`config.mk`:
```
export PLATFORM = sky130hd
export DESIGN_NAME = signed_int_to_decimal_ascii_top_flat
export DESIGN_NICKNAME = d
export VERILOG_FILES = /design/src/design/sitda_pkg.sv /design/src/design/sitda_if.sv /design/src/design/sitda_ctrl.sv /design/src/design/sitda_dp.sv /design/src/design/signed_int_to_decimal_ascii_top.sv /design/src/flat_wrapper.sv
export SDC_FILE = /design/constraint.sdc
export NUM_CORES = 1
export LEC_CHECK = 0
export ABC_CLOCK_PERIOD_IN_PS = 2300
export BUFFER_PORTS_ARGS = -buffer_cell sky130_fd_sc_hd__buf_4
export CAP_MARGIN = 20
export CORE_MARGIN = 1
export CORE_UTILIZATION = 33
export DETAILED_ROUTE_END_ITERATION = 8
export HOLD_SLACK_MARGIN = 0.15
export MAX_ROUTING_LAYER = met4
export SKIP_CTS_REPAIR_TIMING = 1
export SYNTH_ARGS = -nofsm -noshare
export SYNTH_HDL_FRONTEND = slang
export SYNTH_SLANG_ARGS = --single-unit
```
`constraint.sdc`:
```
create_clock -name clk -period 2.3 [get_ports clk]
set_input_delay 0.23 -clock clk [delete_from_list [all_inputs] [get_ports clk]]
set_output_delay 0.23 -clock clk [all_outputs]
set_load 0.01 [all_outputs]
```
`src/design/sitda_pkg.sv`:
```
// sitda_pkg: shared types and constants for the signed integer to decimal text block
// holds the controller state type, the command/status structs and the ASCII constants
// no dependencies
`default_nettype none

package sitda_pkg;

  // ASCII codes used on the result channel
  localparam logic [7:0] CHAR_ZERO  = 8'd48;
  localparam logic [7:0] CHAR_MINUS = 8'd45;

  // width of one packed BCD digit
  localparam int DIGIT_BITS = 4;

  // controller states
  typedef enum logic [2:0] {
    ST_IDLE,
    ST_CONV,
    ST_SKIP,
    ST_SIGN,
    ST_EMIT
  } state_t;

  // controller to datapath commands
  typedef struct packed {
    logic load;      // capture the input value, clear the digit register
    logic step;      // one shift/add-3 conversion step
    logic shift;     // drop the top digit, move to the next one
    logic sel_sign;  // present '-' on the result channel
  } dp_cmd_t;

  // datapath to controller status
  typedef struct packed {
    logic conv_done; // all conversion steps done
    logic top_zero;  // current top digit is zero
    logic one_left;  // only one digit remains
    logic neg;       // value was negative
  } dp_status_t;

endpackage : sitda_pkg

`default_nettype wire

```
`src/design/sitda_if.sv`:
```
// sitda_if: valid/ready channel interfaces for the input value and the result characters
// the input interface width follows the VALUE_BITS parameter of the block
// no dependencies
`default_nettype none

interface sitda_in_if #(
  parameter int VALUE_BITS = 32
) (
  input wire clk
);
  logic                  valid;
  logic                  ready;
  logic [VALUE_BITS-1:0] value;

  modport source (output valid, output value, input ready);
  modport sink   (input valid, input value, output ready);
endinterface : sitda_in_if

interface sitda_out_if (
  input wire clk
);
  logic       valid;
  logic       ready;
  logic [7:0] text_char;
  logic       last;

  modport source (output valid, output text_char, output last, input ready);
  modport sink   (input valid, input text_char, input last, output ready);
endinterface : sitda_out_if

`default_nettype wire

```
`src/design/sitda_ctrl.sv`:
```
// sitda_ctrl: sequencing state machine for the decimal text converter
// drives the datapath commands and both channel handshakes
// depends on sitda_pkg
`default_nettype none

module sitda_ctrl
  import sitda_pkg::*;
(
  input  wire        clk,
  input  wire        rst_n,
  input  wire        in_valid,
  output logic       in_ready,
  output logic       out_valid,
  input  wire        out_ready,
  input  dp_status_t status,
  output dp_cmd_t    cmd
);

  state_t state_r;
  state_t state_nxt;

  // state register
  always_ff @(posedge clk) begin
    if (!rst_n) begin
      state_r <= ST_IDLE;
    end else begin
      state_r <= state_nxt;
    end
  end

  // next state
  always_comb begin
    state_nxt = state_r;
    unique case (state_r)
      ST_IDLE: begin
        if (in_valid) state_nxt = ST_CONV;
      end
      ST_CONV: begin
        if (status.conv_done) state_nxt = ST_SKIP;
      end
      ST_SKIP: begin
        if (!status.top_zero || status.one_left) begin
          state_nxt = status.neg ? ST_SIGN : ST_EMIT;
        end
      end
      ST_SIGN: begin
        if (out_ready) state_nxt = ST_EMIT;
      end
      ST_EMIT: begin
        if (out_ready && status.one_left) state_nxt = ST_IDLE;
      end
      default: state_nxt = ST_IDLE;
    endcase
  end

  // outputs
  always_comb begin
    in_ready  = 1'b0;
    out_valid = 1'b0;
    cmd       = '0;
    unique case (state_r)
      ST_IDLE: begin
        in_ready = 1'b1;
        cmd.load = in_valid;
      end
      ST_CONV: begin
        cmd.step = !status.conv_done;
      end
      ST_SKIP: begin
        cmd.shift = status.top_zero && !status.one_left;
      end
      ST_SIGN: begin
        out_valid    = 1'b1;
        cmd.sel_sign = 1'b1;
      end
      ST_EMIT: begin
        out_valid = 1'b1;
        cmd.shift = out_ready;
      end
      default: begin
        in_ready = 1'b0;
      end
    endcase
  end

endmodule : sitda_ctrl

`default_nettype wire

```
`src/design/sitda_dp.sv`:
```
// sitda_dp: magnitude shifter, BCD digit register and counters of the converter
// one shift/add-3 step per cycle, then digits leave from the top one per cycle while the result channel is ready
// depends on sitda_pkg
`default_nettype none

module sitda_dp
  import sitda_pkg::*;
#(
  parameter int VALUE_BITS = 32
) (
  input  wire                   clk,
  input  wire                   rst_n,
  input  wire  [VALUE_BITS-1:0] in_value,
  input  dp_cmd_t               cmd,
  output dp_status_t            status,
  output logic [7:0]            text_char,
  output logic                  last
);

  // enough decimal digits for any VALUE_BITS-bit unsigned magnitude
  localparam int NDIG   = ((VALUE_BITS * 1233) >> 12) + 1;
  localparam int BCD_W  = NDIG * DIGIT_BITS;
  localparam int STEP_W = $clog2(VALUE_BITS + 1);
  localparam int DCNT_W = $clog2(NDIG + 1);

  logic [VALUE_BITS-1:0] mag_r;
  logic                  neg_r;
  logic [BCD_W-1:0]      bcd_r;
  logic [BCD_W-1:0]      bcd_adj;
  logic [STEP_W-1:0]     step_cnt_r;
  logic [DCNT_W-1:0]     dcnt_r;
  logic [DIGIT_BITS-1:0] top_digit;

  // add 3 to every digit of 5 or more before the shift
  always_comb begin
    for (int i = 0; i < NDIG; i++) begin
      if (bcd_r[i*DIGIT_BITS +: DIGIT_BITS] >= DIGIT_BITS'(5)) begin
        bcd_adj[i*DIGIT_BITS +: DIGIT_BITS] =
          bcd_r[i*DIGIT_BITS +: DIGIT_BITS] + DIGIT_BITS'(3);
      end else begin
        bcd_adj[i*DIGIT_BITS +: DIGIT_BITS] = bcd_r[i*DIGIT_BITS +: DIGIT_BITS];
      end
    end
  end

  // magnitude, sign and digit register
  always_ff @(posedge clk) begin
    if (cmd.load) begin
      neg_r <= in_value[VALUE_BITS-1];
      mag_r <= in_value[VALUE_BITS-1] ? (~in_value + VALUE_BITS'(1)) : in_value;
      bcd_r <= '0;
    end else if (cmd.step) begin
      bcd_r <= {bcd_adj[BCD_W-2:0], mag_r[VALUE_BITS-1]};
      mag_r <= {mag_r[VALUE_BITS-2:0], 1'b0};
    end else if (cmd.shift) begin
      bcd_r <= {bcd_r[BCD_W-DIGIT_BITS-1:0], {DIGIT_BITS{1'b0}}};
    end
  end

  // step and digit counters
  always_ff @(posedge clk) begin
    if (!rst_n) begin
      step_cnt_r <= '0;
      dcnt_r     <= '0;
    end else if (cmd.load) begin
      step_cnt_r <= STEP_W'(VALUE_BITS);
      dcnt_r     <= DCNT_W'(NDIG);
    end else begin
      if (cmd.step)  step_cnt_r <= step_cnt_r - STEP_W'(1);
      if (cmd.shift) dcnt_r     <= dcnt_r - DCNT_W'(1);
    end
  end

  assign top_digit = bcd_r[BCD_W-1 -: DIGIT_BITS];

  // status back to the controller
  assign status.conv_done = (step_cnt_r == '0);
  assign status.top_zero  = (top_digit == '0);
  assign status.one_left  = (dcnt_r == DCNT_W'(1));
  assign status.neg       = neg_r;

  // result character from the registered digit or the sign
  assign text_char = cmd.sel_sign ? CHAR_MINUS : (CHAR_ZERO | {4'h0, top_digit});
  assign last      = status.one_left && !cmd.sel_sign;

endmodule : sitda_dp

`default_nettype wire

```
`src/design/signed_int_to_decimal_ascii_top.sv`:
```
// signed_int_to_decimal_ascii_top: signed integer to decimal ASCII text converter
// joins the controller and the datapath to the two valid/ready channels
// depends on sitda_pkg, sitda_if, sitda_ctrl, sitda_dp
//
// Usage:
//   in_ch carries one two's complement value per transaction. out_ch returns
//   its decimal text, one character per transaction, most significant first:
//   '-' for a negative value, then the digits with no leading zeros (zero
//   gives a single '0'). last marks the final character of each run.
//   Sequence: the value is captured, then VALUE_BITS shift/add-3 steps run in
//   the double-dabble digit register (32 at the default), the step count is
//   seen to run out and the leading zero digits are skipped; then one
//   character per cycle while out_ch is ready, '-' first on a negative value.
//   The digit register holds ((VALUE_BITS*1233)>>12)+1 digits (10 at the
//   default). Items are converted one at a time.
//   in_ch.ready is high only when no item is in progress.
//   A stall on out_ch holds the current character and last steady; nothing
//   is lost. Synchronous reset returns the block to idle and drops any run.
`default_nettype none

module signed_int_to_decimal_ascii_top
  import sitda_pkg::*;
#(
  parameter int VALUE_BITS = 32
) (
  input wire        clk,
  input wire        rst_n,
  sitda_in_if.sink   in_ch,
  sitda_out_if.source out_ch
);

  dp_cmd_t    cmd;
  dp_status_t status;
  logic       in_ready;
  logic       out_valid;
  logic [7:0] text_char;
  logic       last;

  // sequencing
  sitda_ctrl u_ctrl (
    .clk       (clk),
    .rst_n     (rst_n),
    .in_valid  (in_ch.valid),
    .in_ready  (in_ready),
    .out_valid (out_valid),
    .out_ready (out_ch.ready),
    .status    (status),
    .cmd       (cmd)
  );

  // conversion datapath
  sitda_dp #(
    .VALUE_BITS (VALUE_BITS)
  ) u_dp (
    .clk       (clk),
    .rst_n     (rst_n),
    .in_value  (in_ch.value),
    .cmd       (cmd),
    .status    (status),
    .text_char (text_char),
    .last      (last)
  );

  // channel hookup
  assign in_ch.ready      = in_ready;
  assign out_ch.valid     = out_valid;
  assign out_ch.text_char = text_char;
  assign out_ch.last      = last;

endmodule : signed_int_to_decimal_ascii_top

`default_nettype wire

```
`src/flat_wrapper.sv`:
```
// flat-port wrapper written by rule: the top's interface ports become plain ports
module signed_int_to_decimal_ascii_top_flat import sitda_pkg::*;
#(
  parameter int VALUE_BITS = 32
)
  (clk, rst_n, in_ch_valid, in_ch_value, in_ch_ready, out_ch_valid, out_ch_text_char, out_ch_last, out_ch_ready);
  sitda_in_if #(.VALUE_BITS(VALUE_BITS)) in_ch_i (.clk(clk));
  sitda_out_if out_ch_i (.clk(clk));
  input wire clk;
  input wire rst_n;
  input wire logic [$bits(in_ch_i.valid)-1:0] in_ch_valid;
  input wire logic [$bits(in_ch_i.value)-1:0] in_ch_value;
  output wire logic [$bits(in_ch_i.ready)-1:0] in_ch_ready;
  output wire logic [$bits(out_ch_i.valid)-1:0] out_ch_valid;
  output wire logic [$bits(out_ch_i.text_char)-1:0] out_ch_text_char;
  output wire logic [$bits(out_ch_i.last)-1:0] out_ch_last;
  input wire logic [$bits(out_ch_i.ready)-1:0] out_ch_ready;
  assign in_ch_i.valid = in_ch_valid;
  assign in_ch_i.value = in_ch_value;
  assign in_ch_ready = in_ch_i.ready;
  assign out_ch_valid = out_ch_i.valid;
  assign out_ch_text_char = out_ch_i.text_char;
  assign out_ch_last = out_ch_i.last;
  assign out_ch_i.ready = out_ch_ready;
  signed_int_to_decimal_ascii_top #(.VALUE_BITS(VALUE_BITS)) u_core (.clk(clk), .rst_n(rst_n), .in_ch(in_ch_i), .out_ch(out_ch_i));
endmodule
```
== Yosys cells after proc, flatten, opt, wreduce, memory -nomap -nowiden ==
Cells that the tools add are included.
Cells by class
  add/subtract/negate cells: 13
  order comparisons: 10
  equal/unequal tests: 10
  muxes and demuxes: 33
  bitwise operators: 2
  reduce and logical (&&, ||, !) cells: 17
Operator list (count)
  $mux 32: 3
  $mux 40: 2
  $mux 4: 11
  $ge 4x3->1 const B: 10
  $add 4x2->4 const B: 9
  $add 32x1->32 const B: 1
  $not 32->32: 1
  $mux 3: 7
  $pmux 3 s5: 1
  $mux 6: 2
  $ne 2x2->1 const B: 5
  $eq 3x2->1 const B: 2
  $logic_not 6->1: 1
  $reduce_bool 2->1: 3
  $sub 6x1->6 const B: 1
  $mux 1: 5
  $mux 5: 1
  $reduce_and 5->1: 1
  $eq 4x1->1 const B: 1
  $logic_not 1->1: 4
  $logic_not 4->1: 1
  $reduce_or 2->1: 2
  $sub 4x1->4 const B: 1
  $add 3x2->3 const B: 1
  other kinds (7): 9
Word-level totals
  register bits: 86
  bits of input ports: 36

== Logic depth before layout (Yosys ltp) ==
  depth in word-level cells: 6
  depth in mapped cells: 9

== Modules after synthesis ==
Synthesis repeated with hierarchy kept, for this count alone.
Second synthesis, totals
  cell total of the unflattened synthesis: 634
  area, all modules: 5416.4 sq um
Modules (own cells, without submodules)
  sitda_dp: instances 1, cells each 596, area an instance 5154.9 sq um, seq. area each 1991.9 sq um
  sitda_ctrl: instances 1, cells each 38, area an instance 261.5 sq um, seq. area each 60.1 sq um

== Least setup slack after synthesis ==
No wires, ideal clock.
  path kind: register -> register
  start: reg u_core.u_dp.step_cnt_r[2]
  end: reg u_core.u_dp.mag_r[0], enable pin
  library setup time: 0.478 ns
  data arrival time: 2.061 ns
  required time: 1.822 ns
  path slack: -0.239 ns
  cell stages (with the launch flop): 7
  buffers on the path: 3
  cells stage by stage: dfxtp_1 -> nor3_1 -> a311o_1 -> clkbuf_1 -> buf_2 -> buf_1 -> nand2_1
On the way
  longest elaborated chain between the ends: 4
RTL lines
  start, declared: line sitda_dp.sv:30  | logic [STEP_W-1:0] step_cnt_r;
  start signal, assigned: line sitda_dp.sv:66  | step_cnt_r <= STEP_W'(VALUE_BITS);
  start signal, assigned: line sitda_dp.sv:69  | if (cmd.step) step_cnt_r <= step_cnt_r - STEP_W'(1);
  $logic_not 6->1: line sitda_dp.sv:77  | assign status.conv_done = (step_cnt_r == '0);
  $logic_not 1->1: line sitda_ctrl.sv:67  | cmd.step = !status.conv_done;
  $mux 1: line sitda_ctrl.sv:61  | unique case (state_r)
  $reduce_bool 2->1 (no source line)
  end signal, assigned: line sitda_dp.sv:50  | mag_r <= in_value[VALUE_BITS-1] ? (~in_value + VALUE_BITS'(1)) : in_value;
  end signal, assigned: line sitda_dp.sv:54  | mag_r <= {mag_r[VALUE_BITS-2:0], 1'b0};
  end, declared: line sitda_dp.sv:26  | logic [VALUE_BITS-1:0] mag_r;
No other way between the ends.
A chain may end at the register's enable or synchronous reset.

== Worst setup path after layout ==
  start: reg u_core.u_dp.bcd_r[36]
  end: reg u_core.u_dp.bcd_r[23]
On the way
  longest elaborated chain between the ends: 4
RTL lines
  start, declared: line sitda_dp.sv:28  | logic [BCD_W-1:0] bcd_r;
  start signal, assigned: line sitda_dp.sv:53  | bcd_r <= {bcd_adj[BCD_W-2:0], mag_r[VALUE_BITS-1]};
  start signal, assigned: line sitda_dp.sv:56  | bcd_r <= {bcd_r[BCD_W-DIGIT_BITS-1:0], {DIGIT_BITS{1'b0}}};
  $logic_not 4->1: line sitda_dp.sv:78  | assign status.top_zero = (top_digit == '0);
  $logic_and 1x1->1: line sitda_ctrl.sv:70  | cmd.shift = status.top_zero && !status.one_left;
  $pmux 1 s2: line sitda_ctrl.sv:61
  $reduce_bool 2->1 (no source line)
No other way between the ends.

==> results.yml <==
status:
  status: "complete, no violations"
floorplan:
  start_util_pct: 33.8
  core_area_mm2: 0.0158
  io_pins: 47
  die_y_um: 129
  dieArea_mm2: 0.0167
  num_rows: 46
  dieWidth_um: 129
drt:
  drc: 0
  vias: 4375
  dr.pass1.iters: 4
  post_drt_wl_per_cell_um: 13.8
  wl_um: 11800
  drt_iter0_markers: 226
  postRouteAntennaNets: 0
  via_per_inst: 5.11
logic_synthesis:
  synth_area_leaders: "dfxtp_1, edfxtp_1, ha_1"
  ys_ff_latch: 86
  ys_seq_area_share_pct: 38.4
  yosysTopAreaCellShare_pct: 19.9
  synth_edf_count: 33
  ys.flop_type: "dfxtp_1"
  yosysWarningCount: 0
  synth_cell_types: 55
  syn_area_mm2: 0.00534
  async_reset_ff_share_pct: 0
  synth.largest_area_cell: "dfxtp_1"
  syn_inst: 595
  synth_area_per_cell_um2: 8.98
timing:
  worst_slew_pin_slew_ns: 0.796
  drv_slew: 0
  hold_viol: 0
  tns_ns: 0
  fin_crit_ns: 2.18
  relSlewSlack_pct: 46.5
  timing.final.ws_setup_ns: 0.119
  final-setup-viol-count: 0
  clock_skew_ns: 0.00705
  rsz0062_at_grt: "no"
  period_share_pct: 94.8
  max_freq_mhz: 458
placed_design:
  io_buffers: 43
  preCtsSetupSlack_ns: 0.119
  place_congestion: 0.796
  place_hpwl_um: 8500
  placed_cells: 840
setup_path:
  critPathArrivalTime_ns: 2.42
  criticalPathCategory: "reg2reg"
  path_delay_family: "compound AO/OA/AOI/OAI gates"
  cp_num_buf_inv: 2
  path_cells: "inv_1, ha_1, or4b_4, o31a_1, buf_6, mux2i_1, a211oi_1"
  crit_path_max_fanout: 32
  slowest_delay_ns: 0.49
  start_kind: "register"
  required_ns: 2.54
  rr_worst_depth: 7
  cp.depth: 7
  cp_slowest_cell: "or4b_4"
  end_kind: "register"
power_and_ir_drop:
  p_per_area_mw_per_mm2: 1280
  p_leak_nw: 2.40
  ir_worst_vdd_mv: 0.568
  power.total_w: 0.00807
clock_tree:
  cts_tree: "built"
  htree_num_levels: 3
  clkTransAtPathRegs_ns: 0.07
  cts.sinks: 86
  clk_latency_ns: 0.34
  cts-root-buf: "clkbuf_16"
  cts_max_path_buffers: 2
  numCtsBuffers: 9
min_path:
  whs_path_depth: 2
  hold_class: "in2reg"
grt:
  grt_max_degree: 57
  grt_usage_pct: 15.3
  antenna_found_initial: 0
  use_met1_pct: 18.5
  grtUsageMet2_pct: 25.1
  grt_first_pass_wirelength_um: 19900
  met3_usage_pct: 3.39
  grt_pass1_vias: 4267
  grt-ovfl-total: 0
  grt.busiest_layer: "met2"
final_layout:
  nets: 697
  drive_gt1_share_pct: 14.1
  antenna_cells: 0
  area_growth_pct: 17.8
  stdcell_count: 856
run:
  cap_violations: 0
[path summary, 6_finish.rpt]
kind	from	endpoint	slack, ns
min	rst_n	u_core.u_dp.dcnt_r[1]	0.19
max	u_core.u_dp.bcd_r[36]	u_core.u_dp.bcd_r[23]	0.12
max reg2reg	u_core.u_dp.bcd_r[36]	u_core.u_dp.bcd_r[23]	0.12
min reg2reg	u_core.u_dp.mag_r[30]	u_core.u_dp.mag_r[31]	0.51
[final cells by class]
cell class | count | area (um^2)
clock buffer | 12 | 268
clock inverter | 4 | 52.6
fill | 1590 | 9530
inverter | 29 | 109
multi-input combinational | 446 | 3030
sequential | 86 | 2050
tap | 216 | 270
timing repair buffer | 63 | 514
[where the power goes]
| part | leakage [nW] | internal [W] | total (W) | switching [W] |
|---|---|---|---|---|
| clock | 0.158 | 0.000940 | 0.00155 | 0.000610 |
| combinational | 1.49 | 0.00159 | 0.00361 | 0.00201 |
| sequential | 0.754 | 0.00241 | 0.00292 | 0.000510 |
[flip-flops by register name (all words and copies together) (netlist names)]
| name | flops |
|---|---|
| u_core.u_ctrl.state_r | 3 |
| u_core.u_dp.mag_r | 32 |
| u_core.u_dp.step_cnt_r | 6 |
| u_core.u_dp.bcd_r | 40 |
| u_core.u_dp.neg_r | 1 |
| u_core.u_dp.dcnt_r | 4 |
[synth_stat cells (2+ instances only)]
cell type / instances
a211oi_1: 22
a21oi_1: 48
a2bb2oi_1: 4
a311oi_1: 2
a32o_1: 2
and2_1: 2
buf_1: 3
buf_2: 6
buf_4: 3
buf_6: 4
clkbuf_1: 19
conb_1: 2
dfxtp_1: 53
edfxtp_1: 33
ha_1: 26
inv_1: 28
mux2i_1: 29
nand2_1: 54
nand2b_1: 15
nand3_1: 7
nand4_1: 8
nand4b_1: 3
nor2_1: 29
nor2b_1: 4
nor3_1: 11
nor3b_1: 19
nor4_1: 5
o21ai_0: 64
o221ai_1: 3
o31ai_1: 10
o32ai_1: 2
o41ai_1: 5
or3_1: 3
xnor2_1: 17
xor2_1: 30
[cells by family (layout without fill, tap and decap cells)]
family	after synthesis	after routing	share of synthesized area, %
buf+inv	64	108	5.41
compound gates	173	173	20.0
mux	30	30	5.64
flops	86	86	38.4
other cells	2	3	0.141
fa+ha+maj	26	26	6.09
simple gates	167	167	16.6
xor+xnor	47	47	7.70
[cells in the final DEF (no fill, tap or decap), types with 4 or more instances in the layout]
master	Yosys	layout
clkbuf_16	0	10
nor4_1	5	5
ha_1	26	26
mux2i_1	29	29
nand2b_1	15	15
edfxtp_1	33	33
buf_4	3	59
a2bb2oi_1	4	4
o21ai_0	64	64
xor2_1	30	30
nor2b_1	4	4
a211oi_1	22	22
a21oi_1	48	48
nand3_1	7	7
xnor2_1	17	17
dfxtp_1	53	53
o41ai_1	5	5
nand2_1	54	52
nor3b_1	19	19
nor3_1	11	11
nand4_1	8	8
inv_1	28	28
nor2_1	29	29
o31ai_1	10	10
[routing by layer]
metal	wire length, um	vias up	share of wire (%)
met5	0	-	0
met4	187	0	1.6
met3	384	12	3.3
met2	5500	65	47
met1	5740	2058	49
li1	-	2240	-
[metrics by stage]
step | cell area [um^2] | hold slack, ns | utilization [%]
2_1_floorplan | 5350 | 0.329 | -
3_3_place_gp | 5970 | 0.493 | 37.7
3_5_place_dp | 5970 | 0.499 | 37.7
4_1_cts | 6290 | 0.173 | 39.8
5_1_grt | 6300 | 0.189 | 39.8
6_report | 6300 | 0.187 | 39.8
No activity file was read; power rests on OpenSTA's default activity.
